`config.mk`:
```
export PLATFORM = sky130hd
export DESIGN_NAME = cmf_mean5
export DESIGN_NICKNAME = d
export VERILOG_FILES = /design/src/sv/cmf_pkg.sv /design/src/sv/cmf_mean5.sv
export SDC_FILE = /design/constraint.sdc
export NUM_CORES = 1
export LEC_CHECK = 0
export ABC_AREA = 1
export ABC_CLOCK_PERIOD_IN_PS = 14100
export BUFFER_PORTS_ARGS = -buffer_cell sky130_fd_sc_hd__buf_2
export CAP_MARGIN = 5
export CELL_PAD_IN_SITES_DETAIL_PLACEMENT = 1
export CELL_PAD_IN_SITES_GLOBAL_PLACEMENT = 2
export CORE_ASPECT_RATIO = 1.25
export CORE_MARGIN = 2
export CORE_UTILIZATION = 38
export DETAILED_ROUTE_END_ITERATION = 7
export PLACE_DENSITY = 0.95
export SETUP_SLACK_MARGIN = 0.05
export SYNTH_ARGS = -nofsm -noshare
export SYNTH_HDL_FRONTEND = slang
export SYNTH_SLANG_ARGS = --single-unit
```
`constraint.sdc`:
```
create_clock -name vclk -period 14.1
set_input_delay 1.41 -clock vclk [all_inputs]
set_output_delay 1.41 -clock vclk [all_outputs]
set_load 0.03 [all_outputs]
```
`src/sv/cmf_pkg.sv`:
```
// shared types, constants and helpers of the five-point cross mean filter
`default_nettype none

package cmf_pkg;

    localparam int MAX_WIDTH  = 2048;
    localparam int MAX_HEIGHT = 2048;

    localparam int DIM_W  = 12;
    localparam int CH_W   = 8;
    localparam int PIX_W  = 3 * CH_W;
    localparam int COL_W  = $clog2(MAX_WIDTH);
    localparam int ROW_W  = $clog2(MAX_HEIGHT);
    localparam int PEND_W = DIM_W + 1;
    localparam int MAX_CR = (COL_W > ROW_W) ? COL_W : ROW_W;
    localparam int CMP_W  = ((MAX_CR > PEND_W) ? MAX_CR : PEND_W) + 1;

    // floor(sum / 5) as (sum * 13108) >> 16, exact for sums of five 8-bit values
    localparam int SUM_W      = CH_W + 3;
    localparam int MEAN_RECIP = 13108;
    localparam int MEAN_SHIFT = 16;
    localparam int PROD_W     = SUM_W + 14;

    localparam int TAPS = 5;

    localparam logic REQ_PIXEL = 1'b0;
    localparam logic REQ_DRAIN = 1'b1;

    localparam int CFG_IDX_W = 1;
    localparam logic [CFG_IDX_W-1:0] REG_IMAGE_WIDTH  = 1'b0;
    localparam logic [CFG_IDX_W-1:0] REG_IMAGE_HEIGHT = 1'b1;

    localparam logic [DIM_W-1:0] WIDTH_RESET  = 12'd640;
    localparam logic [DIM_W-1:0] HEIGHT_RESET = 12'd480;

    typedef logic [PIX_W-1:0] t_pix;

    typedef struct packed {
        logic            req_type;
        logic [CH_W-1:0] red_in;
        logic [CH_W-1:0] green_in;
        logic [CH_W-1:0] blue_in;
    } t_in_item;

    typedef struct packed {
        logic [CH_W-1:0] red_out;
        logic [CH_W-1:0] green_out;
        logic [CH_W-1:0] blue_out;
        logic            frame_end;
    } t_out_item;

    typedef struct packed {
        logic             en;
        logic [COL_W-1:0] addr;
        t_pix             data;
    } t_ls_wr;

    // zero acts as one, anything above the store limit acts as the limit
    function automatic logic [DIM_W-1:0] clamp_dim(input logic [DIM_W-1:0] v,
                                                   input int unsigned lim);
        if (v == '0) begin
            return DIM_W'(1);
        end else if (CMP_W'(v) > CMP_W'(lim)) begin
            return DIM_W'(lim);
        end else begin
            return v;
        end
    endfunction

endpackage

`default_nettype wire

```
`src/sv/cmf_mean5.sv`:
```
// per-channel truncated mean of five rgb pixels
`default_nettype none

module cmf_mean5 (
    input  cmf_pkg::t_pix i_pix [cmf_pkg::TAPS],
    output cmf_pkg::t_pix o_mean
);

    always_comb begin : mean_calc
        logic [cmf_pkg::SUM_W-1:0]  sum;
        logic [cmf_pkg::PROD_W-1:0] prod;
        o_mean = '0;
        for (int c = 0; c < 3; c++) begin
            sum = '0;
            for (int k = 0; k < cmf_pkg::TAPS; k++) begin
                sum = sum + cmf_pkg::SUM_W'(i_pix[k][c*cmf_pkg::CH_W +: cmf_pkg::CH_W]);
            end
            prod = cmf_pkg::PROD_W'(sum) * cmf_pkg::PROD_W'(cmf_pkg::MEAN_RECIP);
            o_mean[c*cmf_pkg::CH_W +: cmf_pkg::CH_W] =
                prod[cmf_pkg::MEAN_SHIFT +: cmf_pkg::CH_W];
        end
    end

endmodule

`default_nettype wire

```
======== Word level (Yosys, flattened, before mapping) ========
Index checks and enable logic that the tools add are counted.
word-level totals
  output and inout bits ................... 24
  word-level logic and storage cells ...... 15
  register bits ........................... 0
operators by class
  multipliers ............................. 3
  $add $sub $neg .......................... 12
operator list
  operator                  number
  $mul A11 B12 Y22 const B  3
  $add A10 B8 Y11           3
  $add A11 B8 Y11           3
  $add A9 B8 Y10            3
  $add A8 B8 Y9             3

======== Logic depth before layout (Yosys ltp) ========
Gate-level depths: netlist of run 1.
  word-level depth ........................ 5
  gate-level depth with buffers ........... 35
  gate-level depth less buffers ........... 35

======== Worst setup path before layout of run 1 ========
OpenSTA, ideal clock, no wires.
  path type ............................... input to output
  from .................................... input i_pix[17] (netlist bit)
  to ...................................... output o_mean[17]
  stages .................................. 29
  slack ................................... 4929 ps
  arrival ................................. 7761 ps
  required time ........................... 12690 ps
  cells stage by stage .................... inv_1 -> fa_1 -> fa_1 -> fa_1 -> inv_1 -> ha_1 -> inv_1 -> fa_1 -> inv_1 -> nand3_1 -> nand2_1 -> nand4_1 -> nand3_1 -> xor2_1 -> ha_1 -> fa_1 -> inv_1 -> fa_1 -> inv_1 -> fa_1 -> fa_1 -> ha_1 -> nand2_1 -> nor2_1 -> inv_1 -> nor2_1 -> nor2_1 -> nand2_1 -> xor2_1
on the way
  longest elaborated chain between the ends .. 2
ends and longest elaborated chain
  item              line             text
  start, declared   cmf_mean5.sv:5   input cmf_pkg::t_pix i_pix [cmf_pkg::TAPS],
  $add A11 B8 Y11   cmf_mean5.sv:16  sum = sum + cmf_pkg::SUM_W'(i_pix[k][c*cmf_pkg::CH_W +: cmf_pkg::CH_W]);
  $mul A11 B12 Y22  cmf_mean5.sv:18  prod = cmf_pkg::PROD_W'(sum) * cmf_pkg::PROD_W'(cmf_pkg::MEAN_RECIP);
  end, declared     cmf_mean5.sv:6   output cmf_pkg::t_pix o_mean
Every way passes these cells.

======== Final worst setup path of run 1 ========
  from .................................... input i_pix[1] (netlist bit)
  to ...................................... output o_mean[2]
The elaborated chain is that of the path after synthesis.

==> results of run 1 <==
-- path summary, 6_finish.rpt --
path | to | slack [ps] | depth (start not counted)
setup / recovery | o_mean[2] | 4370 | 30
hold / removal | o_mean[7] | 3910 | 8
-- through the flow --
step	util [%]	hold WS, ps
global placement	42.8	3870
finish	42.8	3910
global route	42.8	3970
CTS	42.8	3890
detailed placement	42.8	3890
floorplan	-	3610
-- final cells by class --
cell class         count  area [um2]  area share [%]
repair buffers       144         721            6.30
well taps            345         432            3.77
diodes                 1        2.50          0.0219
inverters            492        1850            16.1
multi-input cells    890        8440            73.8
-- Yosys cell counts (all sizes together) --
| cell | count | share of area, % |
|---|---|---|
| o21a | 3 | 0.22 |
| nand2 | 242 | 9.0 |
| o211ai | 2 | 0.19 |
| a21o | 1 | 0.073 |
| fa | 162 | 32 |
| nand4 | 14 | 0.91 |
| nor4 | 3 | 0.24 |
| xnor2 | 16 | 1.4 |
| nand3 | 55 | 2.7 |
| a31oi | 1 | 0.061 |
| a21oi | 63 | 3.1 |
| and2 | 3 | 0.18 |
| o21ai | 16 | 0.81 |
| nor2 | 51 | 2.0 |
| xor2 | 16 | 1.4 |
| or2 | 4 | 0.24 |
| nor3 | 9 | 0.63 |
| clkinv | 2 | 0.085 |
| o21bai | 5 | 0.36 |
| inv | 490 | 18 |
| nand3b | 2 | 0.15 |
| ha | 222 | 27 |
-- routing by layer --
layer	GRT usage [%]	routed length, um	vias to the layer above
met1	20.3	9990	4237
met4	2.95	520	0
met5	0	0	-
li1	-	-	4375
met3	0.754	529	33
met2	40.5	14700	124
-- cell families after synthesis --
group / Yosys count / share of synthesized area (%)
buffers and inverters: 492 / 18.0
adders and majority gates: 384 / 58.5
and+or+nand+nor: 383 / 16.0
AOI/OAI and AO/OA: 91 / 4.79
xor gates and xnor gates: 32 / 2.72
-- worst max-delay path, delay by kind of cell --
| family | cells | cell delay (ps) |
|---|---|---|
| compound gates | 1 | 220 |
| xor+xnor | 1 | 280 |
| fa+ha+maj | 11 | 4700 |
| buf+inv | 8 | 630 |
| simple gates | 9 | 1040 |
==> results.md, run 1 <==
* Outcome: completed
* Dpl cells at between 1.5k and 2k
* Syn nets at roughly 1.9k
* Slew Limit Fails at 0
* GR Util All Layers at about a fifth
* DIE WIDTH at approximately 150 um
* RSZ-0062 raised after global routing: false
* CP most frequent cell: fa_1
* Final std cells w/o fill at 1,872
* DRT Wirelength at 25.8 mm
* GPL Wtd Cong at 0.859
* Synth cell types at 33
* F_max at 0.103 GHz
* Die Span Y at 188 um
* Max-Cap Viols at 0
* Largest fanout on the critical path at 4
* Cells after Synth at roughly 1.4k
* Hold path startpoint: i_pix[96]
* Worst slew margin at about 60%
* CTS resizes at 0
* Worst hold path type: primary input to primary output
* Final TNS setup at 0 ps
* DR pass1 iterations at 4
* Post-CTS Setup Inserts at 0
* Post-route ant nets at 0
* Vias in the first global route at a little over 10k
* Pre-CTS setup slack at 4370 ps
* Port-buffer cells at 144
* Vias at roughly 8.8k
* DP Area at 11,400 um2
* Num sequential at 0
* Initial antenna violation count at 1
* Required time of the critical path at ~13,000 ps
* Grt total ovfl at 0
* Nets@finish at 2,032
* Slowest cell on crit path: fa_1
* Final setup viols at 0
* Fillcell total at 3,434
* CP Class: primary input to primary output
* Starting DRT DRC Count at 104
* Final-report hold violation count at 0
* Post-Syn Area at approximately 10,000 um2
* Crit path launch: i_pix[1]
* DRC violations left at 0
* # rows at 67
* Register area share after synthesis at 0%
* CP Launch Type: primary input
* Vias per std cell at 4.68
* Largest net degree at the start of global routing at 8
* CP max stage delay at between 500 and 600 ps
* Worst slew pin tran at approximately 600 ps
* Core Region at between 20,000 and 30,000 um2
* CLK BUF at 0
* Crit path DAT at ~8300 ps
* Post-detail-place hpwl at approximately 25 mm
* Layout cell share with drive strength beyond 1 at a little over a tenth
* Crit. End Element: primary output
* Fin crit share at about 69%
* Most frequent cells in the layout: 490 x inv_1, 237 x nand2_1, 222 x ha_1
* Syn avg cell area at roughly 7.4 um2
* Post-CTS Hold Buffers at 0
* Final Cell Area at approximately 11,000 um2
* Final min period at 9730 ps
* Area grow syn2layout at 11.2%
* FF/Latch Area at 0 um2
* Die area at roughly 28,000 um2
* Most common cell after layout, fill and taps aside: inv_1
* Final worst-path setup slack at around 4400 ps
* WL/cell at 13.8 um
* Yosys warnings at 0
* IO Pins at between 100 and 150
* Initial Utilization at between 30% and 40%
* First-pass GRT wire length at ~45 mm
Power of run 1 is left out: the tool's default activity adds up to more than one toggle a clock period on the data nets, which glitch-free logic cannot reach.
==> run 2: changes to the inputs <==
Settings changed: ABC_CLOCK_PERIOD_IN_PS 14100 to 8900, CORE_UTILIZATION 38 to 32, PLACE_DENSITY 0.95 to 0.89.
Clock period 14.1 ns to 8.9 ns, I/O delays scaled along.
==> run 2 against run 1 <==
Against the previous run: hold slack got worse by 1000 ps; non-clock buffer count up 2; core utilization down 6.0 points; final area up 2.1%; via count is 0.94% lower; critical path depth increased by 2; routed wire length fell by 1.4%; global-route usage shrank 3.1 points; cell count rose by 3.6%; worst setup slack got worse by 3900 ps; critical endpoint is now o_mean[14]; largest cell class unchanged.
==> results.md, run 2 (synthesis results as in run 1) <==
* Outcome: completed (unchanged)
* Most common cell after layout, fill and taps aside: inv_1 (unchanged)
* CP Launch Type: primary input (unchanged)
* Worst slew margin at 61.3% (was 59.9%)
* Nets@finish at 2,034 (was 2,032)
* Port-buffer cells at 144 (unchanged)
* Initial antenna violation count at 0 (was 1)
* DRT Wirelength at 25.4 mm (was 25.8 mm)
* Max-Cap Viols at 0 (unchanged)
* DRC violations left at 0 (unchanged)
* Area grow syn2layout at 13.6% (was 11.2%)
* Fin crit share at between 90% and 100%
* Hold Slack at 2870 ps (was 3910 ps)
* Die Span Y at 205 um (was 188 um)
* IO Pins at 144 (unchanged)
* Starting DRT DRC Count at 129 (was 104)
* DP Area at 11,500 um2 (was 11,400 um2)
* GR Util All Layers at 15.9% (was 19.1%)
* F_max at roughly 0.12 GHz
* Die area at 33,600 um2 (was 28,400 um2)
* First-pass GRT wire length at 44.1 mm (was 45.0 mm)
* Slowest cell on crit path: fa_1 (unchanged)
* Post-CTS Hold Buffers at 0 (unchanged)
* Initial Utilization at 32.4% (was 38.5%)
* Slew Limit Fails at 0 (unchanged)
* Vias in the first global route at 9,952 (was 10.2k)
* Worst hold path type: primary input to primary output (unchanged)
* Core Region at 31,800 um2 (was 26,700 um2)
* Final TNS setup at 0 ps (unchanged)
* CP Class: primary input to primary output (unchanged)
* Worst slew pin tran at 576 ps (was 597 ps)
* Post-detail-place hpwl at 24.5 mm (was 24.8 mm)
* Final Cell Area at 11,700 um2 (was 11,400 um2)
* Vias at 8,687 (was 8,769)
* Final min period at 8450 ps
* Num sequential at 0 (unchanged)
* RSZ-0062 raised after global routing: true (was false)
* Final-report hold violation count at 0 (unchanged)
* Required time of the critical path at 8010 ps (was 12,690 ps)
* Number of diodes at 0 (was 1)
* Post-route ant nets at 0 (unchanged)
* Vias per std cell at 4.48 (was 4.68)
* Fillcell total at 4,014 (was 3,434)
* Largest fanout on the critical path at 4 (unchanged)
* Largest net degree at the start of global routing at 8 (unchanged)
* GPL Wtd Cong at 0.884 (was 0.859)
* Crit path DAT at 7560 ps (was 8320 ps)
* Crit. End Element: primary output (unchanged)
* DR pass1 iterations at 4 (unchanged)
* # rows at 73 (was 67)
* WL/cell at 13.1 um (was 13.8 um)
* Grt total ovfl at 0 (unchanged)
* FF/Latch Area at 0 um2 (unchanged)
* DIE WIDTH at 164 um (was 151 um)
* CP max stage delay at 550 ps (about the same)
* Final setup viols at 0 (unchanged)
* CLK BUF at 0 (unchanged)
* Layout cell share with drive strength beyond 1 at 12.5% (was 10.9%)
* Most frequent cells in the layout: 489 x inv_1, 235 x nand2_1, 219 x ha_1 (was 490 x inv_1, 237 x nand2_1, 222 x ha_1)
[run 2: through the flow]
stage / utilization (%) / worst slack [ps] / std cells
after floorplan: - / 769 / 1382
after global placement: 36.3 / 388 / 1938
after detailed placement: 36.3 / 241 / 1938
after CTS: 36.3 / 250 / 1938
after global routing: 36.8 / 8.86 / 1940
final: 36.8 / 449 / 1940
[run 2: worst paths after layout]
kind	cells past startpoint	from	end	slack (ps)
worst max-delay path	32	i_pix[11]	o_mean[14]	450
worst min-delay path	9	i_pix[96]	o_mean[7]	2870
[run 2: layout make-up]
| class | count | area (um2) | area share, % |
|---|---|---|---|
| well taps | 412 | 515 | 4.41 |
| multi-input cells | 890 | 8580 | 73.4 |
| inverters | 492 | 1850 | 15.8 |
| repair buffers | 146 | 746 | 6.38 |
[run 2: metal layers]
layer | global-route usage (%) | routed length (um) | share of wire, %
met1 | 17.5 | 10400 | 41
met2 | 33.7 | 14200 | 56
met3 | 0.405 | 429 | 1.7
met4 | 2.36 | 465 | 1.8
met5 | 0 | 0 | 0
[run 2: what timing repair did]
action                                  in CTS  in global routing
resized for setup                            0                 31
endpoints found under the setup margin       0                 17
buffers inserted                             0                  2
[run 2: critical path, delay by kind of cell]
kind            cells  cell delay [ps]
fa+ha+maj          10             4610
simple gates       10              880
buf+inv             9              690
compound gates      2              310
xor+xnor            1              180
Power of run 2 is left out for the same reason.
